## src/design/twm_pkg.sv

```systemverilog
package twm_pkg;

  // Defaults for the top-level parameters
  localparam int QUEUE_DEPTH_DEF = 16;
  localparam int TIME_BITS_DEF   = 48;

  // Fixed field widths
  localparam int ACTION_W = 2;
  localparam int INDEX_W  = 16;
  localparam int WINDOW_W = 16;

  // Results one input may cause before the merge pauses
  localparam int MAX_RESULTS = 16;
  localparam int RES_CNT_W   = $clog2(MAX_RESULTS + 1);

  localparam logic [WINDOW_W-1:0] WINDOW_RESET = 16'd50;

  // Input action codes
  localparam logic [ACTION_W-1:0] ACT_POSE   = 2'd0;
  localparam logic [ACTION_W-1:0] ACT_DETECT = 2'd1;
  localparam logic [ACTION_W-1:0] ACT_CLEAR  = 2'd2;
  localparam logic [ACTION_W-1:0] ACT_NONE   = 2'd3;

  // Result kind codes
  localparam logic KIND_MATCH = 1'b0;
  localparam logic KIND_DROP  = 1'b1;

  // Commands passed from front to back
  typedef enum logic [1:0] {
    CMD_POSE,
    CMD_DETECT,
    CMD_CLEAR
  } cmd_kind_t;

endpackage

```

## src/design/twm_in_if.sv

```systemverilog
interface twm_in_if
  import twm_pkg::*;
#(
  parameter int TIME_BITS = TIME_BITS_DEF
) ();
  logic                 valid;
  logic                 ready;
  logic [ACTION_W-1:0]  action;
  logic [TIME_BITS-1:0] frame_time;

  modport source (output valid, action, frame_time, input ready);
  modport sink   (input valid, action, frame_time, output ready);
endinterface

```

## src/design/twm_out_if.sv

```systemverilog
interface twm_out_if
  import twm_pkg::*;
#(
  parameter int TIME_BITS = TIME_BITS_DEF
) ();
  logic                        valid;
  logic                        ready;
  logic                        kind;
  logic [INDEX_W-1:0]          pose_index;
  logic [INDEX_W-1:0]          detect_index;
  logic [TIME_BITS-1:0]        pose_time;
  logic [TIME_BITS-1:0]        detect_time;
  logic signed [TIME_BITS:0]   time_diff;
  logic                        last;

  modport source (output valid, kind, pose_index, detect_index, pose_time, detect_time,
                  time_diff, last, input ready);
  modport sink   (input valid, kind, pose_index, detect_index, pose_time, detect_time,
                  time_diff, last, output ready);
endinterface

```

## src/design/twm_front.sv

```systemverilog
module twm_front
  import twm_pkg::*;
#(
  parameter int TIME_BITS = TIME_BITS_DEF
) (
  input  logic                 clk,
  input  logic                 rst_n,
  twm_in_if.sink               in_ch,
  output logic                 cmd_valid,
  output cmd_kind_t            cmd_kind,
  output logic [TIME_BITS-1:0] cmd_ts,
  input  logic                 cmd_pop
);

  // two-entry command queue
  localparam int CQ_DEPTH = 2;

  cmd_kind_t            kind_mem [CQ_DEPTH];
  logic [TIME_BITS-1:0] ts_mem   [CQ_DEPTH];
  logic                 wr_ptr_r, wr_ptr_nxt;
  logic                 rd_ptr_r, rd_ptr_nxt;
  logic [1:0]           count_r, count_nxt;
  logic                 accept;
  logic                 push;
  logic                 pop;
  cmd_kind_t            kind_cls;

  assign in_ch.ready = (count_r != 2'(CQ_DEPTH));
  assign accept      = in_ch.valid && in_ch.ready;

  // classify; unused action is taken and dropped
  always_comb begin
    kind_cls = CMD_CLEAR;
    push     = 1'b0;
    unique case (in_ch.action)
      ACT_POSE: begin
        kind_cls = CMD_POSE;
        push     = accept;
      end
      ACT_DETECT: begin
        kind_cls = CMD_DETECT;
        push     = accept;
      end
      ACT_CLEAR: begin
        kind_cls = CMD_CLEAR;
        push     = accept;
      end
      ACT_NONE: begin
        push = 1'b0;
      end
      default: begin
        push = 1'b0;
      end
    endcase
  end

  assign cmd_valid = (count_r != 2'd0);
  assign cmd_kind  = kind_mem[rd_ptr_r];
  assign cmd_ts    = ts_mem[rd_ptr_r];
  assign pop       = cmd_pop && cmd_valid;

  always_comb begin
    wr_ptr_nxt = push ? ~wr_ptr_r : wr_ptr_r;
    rd_ptr_nxt = pop ? ~rd_ptr_r : rd_ptr_r;
    count_nxt  = count_r + 2'(push) - 2'(pop);
  end

  always_ff @(posedge clk) begin
    if (push) begin
      kind_mem[wr_ptr_r] <= kind_cls;
      ts_mem[wr_ptr_r]   <= in_ch.frame_time;
    end
  end

  always_ff @(posedge clk) begin
    if (!rst_n) begin
      wr_ptr_r <= 1'b0;
      rd_ptr_r <= 1'b0;
      count_r  <= 2'd0;
    end else begin
      wr_ptr_r <= wr_ptr_nxt;
      rd_ptr_r <= rd_ptr_nxt;
      count_r  <= count_nxt;
    end
  end

endmodule

```

## src/design/twm_back.sv

```systemverilog
module twm_back
  import twm_pkg::*;
#(
  parameter int QUEUE_DEPTH = QUEUE_DEPTH_DEF,
  parameter int TIME_BITS   = TIME_BITS_DEF
) (
  input  logic                 clk,
  input  logic                 rst_n,
  input  logic [WINDOW_W-1:0]  window,
  input  logic                 cmd_valid,
  input  cmd_kind_t            cmd_kind,
  input  logic [TIME_BITS-1:0] cmd_ts,
  output logic                 cmd_pop,
  twm_out_if.source            out_ch
);

  localparam int PTR_W  = $clog2(QUEUE_DEPTH);
  localparam int FILL_W = $clog2(QUEUE_DEPTH + 1);
  localparam int DIFF_W = TIME_BITS + 1;

  typedef enum logic [1:0] {
    B_IDLE,
    B_RD,
    B_DIFF,
    B_CMP
  } state_t;

  // sample queues
  logic [TIME_BITS-1:0] pose_time_mem [QUEUE_DEPTH];
  logic [INDEX_W-1:0]   pose_idx_mem  [QUEUE_DEPTH];
  logic [TIME_BITS-1:0] det_time_mem  [QUEUE_DEPTH];
  logic [INDEX_W-1:0]   det_idx_mem   [QUEUE_DEPTH];
  logic [TIME_BITS-1:0] pose_rd_time_r, det_rd_time_r;
  logic [INDEX_W-1:0]   pose_rd_idx_r, det_rd_idx_r;
  logic                 pose_we, det_we;
  logic [PTR_W-1:0]     pose_wr_addr, det_wr_addr;
  logic [FILL_W:0]      pose_sum, det_sum, pose_slot, det_slot;

  state_t               state_r, state_nxt;
  logic [FILL_W-1:0]    pose_fill_r, pose_fill_nxt, det_fill_r, det_fill_nxt;
  logic [PTR_W-1:0]     pose_head_r, pose_head_nxt, det_head_r, det_head_nxt;
  logic [INDEX_W-1:0]   pose_cnt_r, pose_cnt_nxt, det_cnt_r, det_cnt_nxt;
  logic [RES_CNT_W-1:0] nres_r, nres_nxt;
  logic signed [DIFF_W-1:0] diff_r, diff_nxt;

  // held result: its last flag is known only once the next one appears
  logic                 pend_v_r, pend_v_nxt;
  logic                 pend_kind_r, pend_kind_nxt;
  logic [INDEX_W-1:0]   pend_pidx_r, pend_pidx_nxt, pend_didx_r, pend_didx_nxt;
  logic [TIME_BITS-1:0] pend_pt_r, pend_pt_nxt, pend_dt_r, pend_dt_nxt;
  logic signed [DIFF_W-1:0] pend_diff_r, pend_diff_nxt;

  // output register
  logic                 out_v_r, out_v_nxt;
  logic                 out_kind_r, out_kind_nxt;
  logic [INDEX_W-1:0]   out_pidx_r, out_pidx_nxt, out_didx_r, out_didx_nxt;
  logic [TIME_BITS-1:0] out_pt_r, out_pt_nxt, out_dt_r, out_dt_nxt;
  logic signed [DIFF_W-1:0] out_diff_r, out_diff_nxt;
  logic                 out_last_r, out_last_nxt;

  logic                 out_free;
  logic                 in_window;
  logic signed [DIFF_W-1:0] pos_w, neg_w;
  logic [PTR_W-1:0]     pose_head_inc, det_head_inc;

  assign out_free = !out_v_r || out_ch.ready;

  // ring write slot = head + fill, wrapped
  always_comb begin
    pose_sum  = (FILL_W+1)'(pose_head_r) + (FILL_W+1)'(pose_fill_r);
    det_sum   = (FILL_W+1)'(det_head_r) + (FILL_W+1)'(det_fill_r);
    pose_slot = (pose_sum >= (FILL_W+1)'(QUEUE_DEPTH)) ?
                pose_sum - (FILL_W+1)'(QUEUE_DEPTH) : pose_sum;
    det_slot  = (det_sum >= (FILL_W+1)'(QUEUE_DEPTH)) ?
                det_sum - (FILL_W+1)'(QUEUE_DEPTH) : det_sum;
  end
  assign pose_wr_addr = pose_slot[PTR_W-1:0];
  assign det_wr_addr  = det_slot[PTR_W-1:0];

  assign pose_head_inc = (pose_head_r == PTR_W'(QUEUE_DEPTH - 1)) ? '0 : pose_head_r + 1'b1;
  assign det_head_inc  = (det_head_r == PTR_W'(QUEUE_DEPTH - 1)) ? '0 : det_head_r + 1'b1;

  // |diff| < window, split on sign
  assign pos_w     = signed'({{(DIFF_W - WINDOW_W){1'b0}}, window});
  assign neg_w     = -pos_w;
  assign in_window = diff_r[DIFF_W-1] ? (diff_r > neg_w) : (diff_r < pos_w);

  always_ff @(posedge clk) begin
    if (pose_we) begin
      pose_time_mem[pose_wr_addr] <= cmd_ts;
      pose_idx_mem[pose_wr_addr]  <= pose_cnt_r;
    end
    if (det_we) begin
      det_time_mem[det_wr_addr] <= cmd_ts;
      det_idx_mem[det_wr_addr]  <= det_cnt_r;
    end
    pose_rd_time_r <= pose_time_mem[pose_head_r];
    pose_rd_idx_r  <= pose_idx_mem[pose_head_r];
    det_rd_time_r  <= det_time_mem[det_head_r];
    det_rd_idx_r   <= det_idx_mem[det_head_r];
  end

  always_comb begin
    state_nxt     = state_r;
    pose_fill_nxt = pose_fill_r;
    det_fill_nxt  = det_fill_r;
    pose_head_nxt = pose_head_r;
    det_head_nxt  = det_head_r;
    pose_cnt_nxt  = pose_cnt_r;
    det_cnt_nxt   = det_cnt_r;
    nres_nxt      = nres_r;
    diff_nxt      = diff_r;
    pend_v_nxt    = pend_v_r;
    pend_kind_nxt = pend_kind_r;
    pend_pidx_nxt = pend_pidx_r;
    pend_didx_nxt = pend_didx_r;
    pend_pt_nxt   = pend_pt_r;
    pend_dt_nxt   = pend_dt_r;
    pend_diff_nxt = pend_diff_r;
    out_v_nxt     = out_ch.ready ? 1'b0 : out_v_r;
    out_kind_nxt  = out_kind_r;
    out_pidx_nxt  = out_pidx_r;
    out_didx_nxt  = out_didx_r;
    out_pt_nxt    = out_pt_r;
    out_dt_nxt    = out_dt_r;
    out_diff_nxt  = out_diff_r;
    out_last_nxt  = out_last_r;
    cmd_pop       = 1'b0;
    pose_we       = 1'b0;
    det_we        = 1'b0;

    unique case (state_r)
      B_IDLE: begin
        if (cmd_valid) begin
          cmd_pop  = 1'b1;
          nres_nxt = '0;
          unique case (cmd_kind)
            CMD_CLEAR: begin
              pose_fill_nxt = '0;
              det_fill_nxt  = '0;
              pose_head_nxt = '0;
              det_head_nxt  = '0;
              pose_cnt_nxt  = '0;
              det_cnt_nxt   = '0;
            end
            CMD_POSE: begin
              if (pose_fill_r == FILL_W'(QUEUE_DEPTH)) begin
                pend_v_nxt    = 1'b1;
                pend_kind_nxt = KIND_DROP;
                pend_pidx_nxt = pose_cnt_r;
                pend_didx_nxt = '0;
                pend_pt_nxt   = cmd_ts;
                pend_dt_nxt   = '0;
                pend_diff_nxt = '0;
                nres_nxt      = RES_CNT_W'(1);
              end else begin
                pose_we       = 1'b1;
                pose_fill_nxt = pose_fill_r + 1'b1;
              end
              pose_cnt_nxt = pose_cnt_r + 1'b1;
              state_nxt    = B_RD;
            end
            CMD_DETECT: begin
              if (det_fill_r == FILL_W'(QUEUE_DEPTH)) begin
                pend_v_nxt    = 1'b1;
                pend_kind_nxt = KIND_DROP;
                pend_pidx_nxt = '0;
                pend_didx_nxt = det_cnt_r;
                pend_pt_nxt   = '0;
                pend_dt_nxt   = cmd_ts;
                pend_diff_nxt = '0;
                nres_nxt      = RES_CNT_W'(1);
              end else begin
                det_we       = 1'b1;
                det_fill_nxt = det_fill_r + 1'b1;
              end
              det_cnt_nxt = det_cnt_r + 1'b1;
              state_nxt   = B_RD;
            end
            default: begin
              state_nxt = B_IDLE;
            end
          endcase
        end
      end

      B_RD: begin
        if ((pose_fill_r != '0) && (det_fill_r != '0) &&
            (nres_r < RES_CNT_W'(MAX_RESULTS))) begin
          state_nxt = B_DIFF;
        end else if (pend_v_r) begin
          if (out_free) begin
            out_v_nxt    = 1'b1;
            out_kind_nxt = pend_kind_r;
            out_pidx_nxt = pend_pidx_r;
            out_didx_nxt = pend_didx_r;
            out_pt_nxt   = pend_pt_r;
            out_dt_nxt   = pend_dt_r;
            out_diff_nxt = pend_diff_r;
            out_last_nxt = 1'b1;
            pend_v_nxt   = 1'b0;
            state_nxt    = B_IDLE;
          end
        end else begin
          state_nxt = B_IDLE;
        end
      end

      B_DIFF: begin
        diff_nxt  = signed'({1'b0, pose_rd_time_r}) - signed'({1'b0, det_rd_time_r});
        state_nxt = B_CMP;
      end

      B_CMP: begin
        if (in_window) begin
          if (!pend_v_r || out_free) begin
            if (pend_v_r) begin
              out_v_nxt    = 1'b1;
              out_kind_nxt = pend_kind_r;
              out_pidx_nxt = pend_pidx_r;
              out_didx_nxt = pend_didx_r;
              out_pt_nxt   = pend_pt_r;
              out_dt_nxt   = pend_dt_r;
              out_diff_nxt = pend_diff_r;
              out_last_nxt = 1'b0;
            end
            pend_v_nxt    = 1'b1;
            pend_kind_nxt = KIND_MATCH;
            pend_pidx_nxt = pose_rd_idx_r;
            pend_didx_nxt = det_rd_idx_r;
            pend_pt_nxt   = pose_rd_time_r;
            pend_dt_nxt   = det_rd_time_r;
            pend_diff_nxt = diff_r;
            nres_nxt      = nres_r + 1'b1;
            det_head_nxt  = det_head_inc;
            det_fill_nxt  = det_fill_r - 1'b1;
            state_nxt     = B_RD;
          end
        end else if (diff_r[DIFF_W-1]) begin
          pose_head_nxt = pose_head_inc;
          pose_fill_nxt = pose_fill_r - 1'b1;
          state_nxt     = B_RD;
        end else begin
          det_head_nxt = det_head_inc;
          det_fill_nxt = det_fill_r - 1'b1;
          state_nxt    = B_RD;
        end
      end

      default: begin
        state_nxt = B_IDLE;
      end
    endcase
  end

  always_ff @(posedge clk) begin
    diff_r      <= diff_nxt;
    nres_r      <= nres_nxt;
    pend_kind_r <= pend_kind_nxt;
    pend_pidx_r <= pend_pidx_nxt;
    pend_didx_r <= pend_didx_nxt;
    pend_pt_r   <= pend_pt_nxt;
    pend_dt_r   <= pend_dt_nxt;
    pend_diff_r <= pend_diff_nxt;
    out_kind_r  <= out_kind_nxt;
    out_pidx_r  <= out_pidx_nxt;
    out_didx_r  <= out_didx_nxt;
    out_pt_r    <= out_pt_nxt;
    out_dt_r    <= out_dt_nxt;
    out_diff_r  <= out_diff_nxt;
    out_last_r  <= out_last_nxt;
    if (!rst_n) begin
      state_r     <= B_IDLE;
      pose_fill_r <= '0;
      det_fill_r  <= '0;
      pose_head_r <= '0;
      det_head_r  <= '0;
      pose_cnt_r  <= '0;
      det_cnt_r   <= '0;
      pend_v_r    <= 1'b0;
      out_v_r     <= 1'b0;
    end else begin
      state_r     <= state_nxt;
      pose_fill_r <= pose_fill_nxt;
      det_fill_r  <= det_fill_nxt;
      pose_head_r <= pose_head_nxt;
      det_head_r  <= det_head_nxt;
      pose_cnt_r  <= pose_cnt_nxt;
      det_cnt_r   <= det_cnt_nxt;
      pend_v_r    <= pend_v_nxt;
      out_v_r     <= out_v_nxt;
    end
  end

  assign out_ch.valid        = out_v_r;
  assign out_ch.kind         = out_kind_r;
  assign out_ch.pose_index   = out_pidx_r;
  assign out_ch.detect_index = out_didx_r;
  assign out_ch.pose_time    = out_pt_r;
  assign out_ch.detect_time  = out_dt_r;
  assign out_ch.time_diff    = out_diff_r;
  assign out_ch.last         = out_last_r;

endmodule

```

## src/design/timestamp_window_match_top.sv

```systemverilog
// Timestamp window matcher: aligns a sorted pose timestamp stream with a sorted
// detector timestamp stream. Each in_ch word carries an action (push pose, push
// detector, clear, or no-op) and a timestamp. Pushed frames get a 16-bit sequence
// number and go into a ring queue of QUEUE_DEPTH entries per side; a push into a
// full queue yields one "dropped" result word. After every push the queue heads
// are compared: |pose - detect| < match_window gives a match word and retires the
// detector head, otherwise the older head is retired. The last word caused by one
// input has last = 1; clear and no-op give no words. Flow: a front stage takes
// words into a two-entry command queue, so in_ch keeps taking words while the
// merge engine works, until that queue is full. A push runs a queue read,
// subtract and window check for each head compare, and the engine waits while
// out_ch holds back ready. match_window (reset 50) is written through cfg_wr_en /
// cfg_wr_data and must only change while the block is idle.
module timestamp_window_match_top
  import twm_pkg::*;
#(
  parameter int QUEUE_DEPTH = QUEUE_DEPTH_DEF,
  parameter int TIME_BITS   = TIME_BITS_DEF
) (
  input  logic                clk,
  input  logic                rst_n,
  twm_in_if.sink              in_ch,
  twm_out_if.source           out_ch,
  input  logic                cfg_wr_en,
  input  logic [WINDOW_W-1:0] cfg_wr_data
);

  // match window register
  logic [WINDOW_W-1:0] window_r, window_nxt;

  // front -> back command
  logic                 cmd_valid;
  cmd_kind_t            cmd_kind;
  logic [TIME_BITS-1:0] cmd_ts;
  logic                 cmd_pop;

  assign window_nxt = cfg_wr_en ? cfg_wr_data : window_r;

  always_ff @(posedge clk) begin
    if (!rst_n) begin
      window_r <= WINDOW_RESET;
    end else begin
      window_r <= window_nxt;
    end
  end

  // accept and classify
  twm_front #(
    .TIME_BITS (TIME_BITS)
  ) u_front (
    .clk       (clk),
    .rst_n     (rst_n),
    .in_ch     (in_ch),
    .cmd_valid (cmd_valid),
    .cmd_kind  (cmd_kind),
    .cmd_ts    (cmd_ts),
    .cmd_pop   (cmd_pop)
  );

  // queues and merge engine
  twm_back #(
    .QUEUE_DEPTH (QUEUE_DEPTH),
    .TIME_BITS   (TIME_BITS)
  ) u_back (
    .clk       (clk),
    .rst_n     (rst_n),
    .window    (window_r),
    .cmd_valid (cmd_valid),
    .cmd_kind  (cmd_kind),
    .cmd_ts    (cmd_ts),
    .cmd_pop   (cmd_pop),
    .out_ch    (out_ch)
  );

endmodule

```

## src/flat_wrapper.sv

```systemverilog
// flat-port wrapper written by rule: the top's interface ports become plain ports
module timestamp_window_match_top_flat import twm_pkg::*;
#(
  parameter int QUEUE_DEPTH = QUEUE_DEPTH_DEF,
  parameter int TIME_BITS   = TIME_BITS_DEF
)
  (clk, rst_n, cfg_wr_en, cfg_wr_data, in_ch_valid, in_ch_action, in_ch_frame_time, in_ch_ready, out_ch_valid, out_ch_kind, out_ch_pose_index, out_ch_detect_index, out_ch_pose_time, out_ch_detect_time, out_ch_time_diff, out_ch_last, out_ch_ready);
  twm_in_if #(.TIME_BITS(TIME_BITS)) in_ch_i ();
  twm_out_if #(.TIME_BITS(TIME_BITS)) out_ch_i ();
  input  logic clk;
  input  logic rst_n;
  input  logic cfg_wr_en;
  input  logic [WINDOW_W-1:0] cfg_wr_data;
  input wire logic [$bits(in_ch_i.valid)-1:0] in_ch_valid;
  input wire logic [$bits(in_ch_i.action)-1:0] in_ch_action;
  input wire logic [$bits(in_ch_i.frame_time)-1:0] in_ch_frame_time;
  output wire logic [$bits(in_ch_i.ready)-1:0] in_ch_ready;
  output wire logic [$bits(out_ch_i.valid)-1:0] out_ch_valid;
  output wire logic [$bits(out_ch_i.kind)-1:0] out_ch_kind;
  output wire logic [$bits(out_ch_i.pose_index)-1:0] out_ch_pose_index;
  output wire logic [$bits(out_ch_i.detect_index)-1:0] out_ch_detect_index;
  output wire logic [$bits(out_ch_i.pose_time)-1:0] out_ch_pose_time;
  output wire logic [$bits(out_ch_i.detect_time)-1:0] out_ch_detect_time;
  output wire logic [$bits(out_ch_i.time_diff)-1:0] out_ch_time_diff;
  output wire logic [$bits(out_ch_i.last)-1:0] out_ch_last;
  input wire logic [$bits(out_ch_i.ready)-1:0] out_ch_ready;
  assign in_ch_i.valid = in_ch_valid;
  assign in_ch_i.action = in_ch_action;
  assign in_ch_i.frame_time = in_ch_frame_time;
  assign in_ch_ready = in_ch_i.ready;
  assign out_ch_valid = out_ch_i.valid;
  assign out_ch_kind = out_ch_i.kind;
  assign out_ch_pose_index = out_ch_i.pose_index;
  assign out_ch_detect_index = out_ch_i.detect_index;
  assign out_ch_pose_time = out_ch_i.pose_time;
  assign out_ch_detect_time = out_ch_i.detect_time;
  assign out_ch_time_diff = out_ch_i.time_diff;
  assign out_ch_last = out_ch_i.last;
  assign out_ch_i.ready = out_ch_ready;
  timestamp_window_match_top #(.QUEUE_DEPTH(QUEUE_DEPTH), .TIME_BITS(TIME_BITS)) u_core (.clk(clk), .rst_n(rst_n), .in_ch(in_ch_i), .out_ch(out_ch_i), .cfg_wr_en(cfg_wr_en), .cfg_wr_data(cfg_wr_data));
endmodule
```

## config.mk

```make
export PLATFORM = sky130hd
export DESIGN_NAME = timestamp_window_match_top_flat
export DESIGN_NICKNAME = d
export VERILOG_FILES = /design/src/design/twm_pkg.sv /design/src/design/twm_in_if.sv /design/src/design/twm_out_if.sv /design/src/design/twm_front.sv /design/src/design/twm_back.sv /design/src/design/timestamp_window_match_top.sv /design/src/flat_wrapper.sv
export SDC_FILE = /design/constraint.sdc
export NUM_CORES = 2
export LEC_CHECK = 0
export ABC_CLOCK_PERIOD_IN_PS = 9200
export BUFFER_PORTS_ARGS = -buffer_cell sky130_fd_sc_hd__buf_2
export CAP_MARGIN = 20
export CORE_MARGIN = 2
export CORE_UTILIZATION = 55
export DETAILED_ROUTE_END_ITERATION = 16
export PLACE_DENSITY = 0.74
export SETUP_SLACK_MARGIN = 0.1
export SLEW_MARGIN = 20
export SYNTH_ARGS = -nofsm -noshare
export SYNTH_HDL_FRONTEND = slang
export SYNTH_SLANG_ARGS = --single-unit
```

## constraint.sdc

```tcl
create_clock -name clk -period 9.2 [get_ports clk]
set_clock_uncertainty 0.15 [all_clocks]
set_input_delay 1.84 -clock clk [delete_from_list [all_inputs] [get_ports clk]]
set_output_delay 1.84 -clock clk [all_outputs]
set_load 0.02 [all_outputs]
```

==> results.toml <==
[placement]
place_hpwl_microns = 147800
io_buffers = 251
place_area_sq_um = 110200
dp_slack_ps = 2631
post-place-cells = 7725
gp_congestion = 0.8837

[synth]
yosysMostFrequentCell = "edfxtp_1"
synth_edf_count = 2559
synthFlopType = "edfxtp_1"
synth.distinct_cells = 72
ys_top_cells_by_area = "edfxtp_1 73%, mux4_2 14%, dfxtp_1 3.8%"
netlist_area_sq_um = 105600
yosys-top-cells-count = "2,559 x edfxtp_1, 640 x mux4_2, 203 x dfxtp_1"
yosys_warnings = 0
synth_top_area_share_pct = 72.76
yosysSeqAreaShare_pct = 76.61
synthesis.nets = 5299
synth.avg_cell_area_sq_um = 20.77
synthCells = 5085
synth-seq-cells = 2762
synth_area_leader_cell = "edfxtp_1"
synth-async-reset-ratio_pct = 0

[floorplanning]
row_count = 160
start_util_pct = 55.47
core_sq_um = 190400
die_h_microns = 442.2
die_area_sq_um = 195500
fp.dieW_microns = 442.2
io_pins = 252

[route]
vias_per_cell = 6.419
via_count = 52790
drc = 0
wl_per_cell_microns = 31.69
dr.pass1.iters = 6
drtAntennaViolNets = 0
drt_iter0_drc = 7353
wirelength_microns = 260600

[cts]
cts_tree = "done"
clock_sinks = 2762
post_cts_resized = 0
path_clk_slew_ps = 60
cts_root_buf = "clkbuf_16"
clockBufferDepth = 4
clk_latency_ps = 930
postCtsSetupRepairBufs = 0
htreeDepth = 5
cts_made_buffers = 283
cts_hold_buffers = 0

[critical_path]
startpoint_type = "flip-flop"
r2r_setup_slack_ps = 2650
criticalPathCategory = "flip-flop to flip-flop"
crit_required_ps = 9560
cp-end-kind = "flip-flop"
crit_path_max_fanout = 61
critical_path_arrival_ps = 6910

[global_routing]
grt-ovfl-total = 0
grt_pass1_vias = 53140
grt_pass1_wl_microns = 372100
grt_max_degree = 114
grt_usage_pct = 26.51
antenna_found_initial = 12

[timing]
min_period_ps = 6548
drv_slew = 0
post-route-period-util_pct = 71.18
timing.setup.tns_ps = 0
hold_viol_final = 0
fin_ws_ps = 2652
rsz0062_at_grt = "false"
setup_violations = 0
slew_headroom_pct = 21.94
worstMarginPinSlew_ps = 1168
fmax_ghz = 0.1527

[pwr]
p_leak_nw = 38.50
power_density_nw_per_um2 = 248.5
ir_worst_vdd_uv = 183.3

[cells_and_area]
fin_nets = 5719
final_cells = 8224
drive_above_1_share_pct = 25.23
final_util_pct = 62.53
final_cell_area_sq_um = 119100
area_delta_synth_final_pct = 12.73

[worst_hold_path]
hp-class = "flip-flop to flip-flop"

[status]
status = "completed"

[flow_run]
max-cap-violations = 0
==> final cells by class <==
type                            count  area [sq um]
Tap cell                         2511          3142
Clock buffer                      395          7821
Timing Repair Buffer              355          2175
Antenna cell                        1         2.502
Sequential cell                  2762         80940
Multi-Input combinational cell   1947         23480
Clock inverter                     97         908.4
Inverter                          156         588.1
Fill cell                       12440         71330
==> metrics by stage <==
step / hold WS (ps) / power, mW
finish: 250.3 / 29.58
global route: 264.3 / 30.39
CTS: 257.7 / 29.66
detailed placement: 254.5 / 18.85
global placement: 251.8 / 18.72
floorplan: 250.3 / 17.48
==> power breakdown <==
group	switching (mW)	leakage, nW	internal [mW]
registers	0.377	25.2	15.3
clock network	4.55	4.26	6.38
logic	2.25	9.06	0.733
==> per-layer routing <==
layer,track usage (%),routed length [microns],share of wire (%)
met3,4.607,22970,8.8
met1,35.25,96200,37
met2,44.17,131200,50
met5,0,47,0.018
met4,10.26,10260,3.9
==> flip-flops by register name, indices dropped and copies added, names as in the netlist, 49 cells and up, named ones only <==
| register | count |
|---|---|
| u_core.u_back.diff_r | 49 |
| u_core.u_back.pend_diff_r | 49 |
| u_core.u_back.out_ch.time_diff | 49 |
| u_core.u_back.det_time_mem | 768 |
| u_core.u_front.ts_mem | 96 |
| u_core.u_back.pose_idx_mem | 256 |
| u_core.u_back.det_idx_mem | 256 |
| u_core.u_back.pose_time_mem | 768 |
==> cells in the final DEF, fill, tap and decap left out, types with 88 or more instances in the layout <==
cell       instances
mux4_2           640
edfxtp_1        2559
clkbuf_1          88
ha_1             137
inv_1            153
nor2_1           108
o21ai_0          116
buf_4             95
nand2_1          176
clkbuf_16        290
a21oi_1           93
buf_2            251
dfxtp_1          195
==> critical path: stages (launching register included) <==
cell      delay (ps)
dfxtp_1          310
inv_1            160
nand4_1          210
nor4_1           400
nand4_1          490
nor3_1           810
ha_1             320
nand2_1          130
or4_1            510
o21ai_0          280
o21ai_0          190
nand3_2          130
a221oi_4         110
or2b_2           360
o21ai_0           80
and3_4           770
buf_4            700
==> cells by family after synthesis <==
| family | synth area share (%) |
|---|---|
| DFF | 76.61 |
| xor gates and xnor gates | 0.8459 |
| buffers and inverters | 1.430 |
| and+or+nand+nor | 2.631 |
| adders and majority gates | 1.716 |
| muxes | 14.31 |
| AOI/OAI and AO/OA | 2.454 |
==> path summary, 6_finish.rpt <==
kind / from / end / cells after the start
min reg2reg: u_core.u_back.pend_diff_r[25]$_SDFFCE_PN0P_ / u_core.u_back.out_ch.time_diff[25]$_DFFE_PP_ / 0
max reg2reg: u_core.window_r[3]$_SDFFE_PN0P_ / u_core.u_back.out_ch.detect_time[13]$_DFFE_PP_ / 16
max: u_core.window_r[3]$_SDFFE_PN0P_ / u_core.u_back.out_ch.detect_time[13]$_DFFE_PP_ / 16
min: u_core.u_back.pend_diff_r[25]$_SDFFCE_PN0P_ / u_core.u_back.out_ch.time_diff[25]$_DFFE_PP_ / 0
No activity file was read; power rests on OpenSTA's default activity.
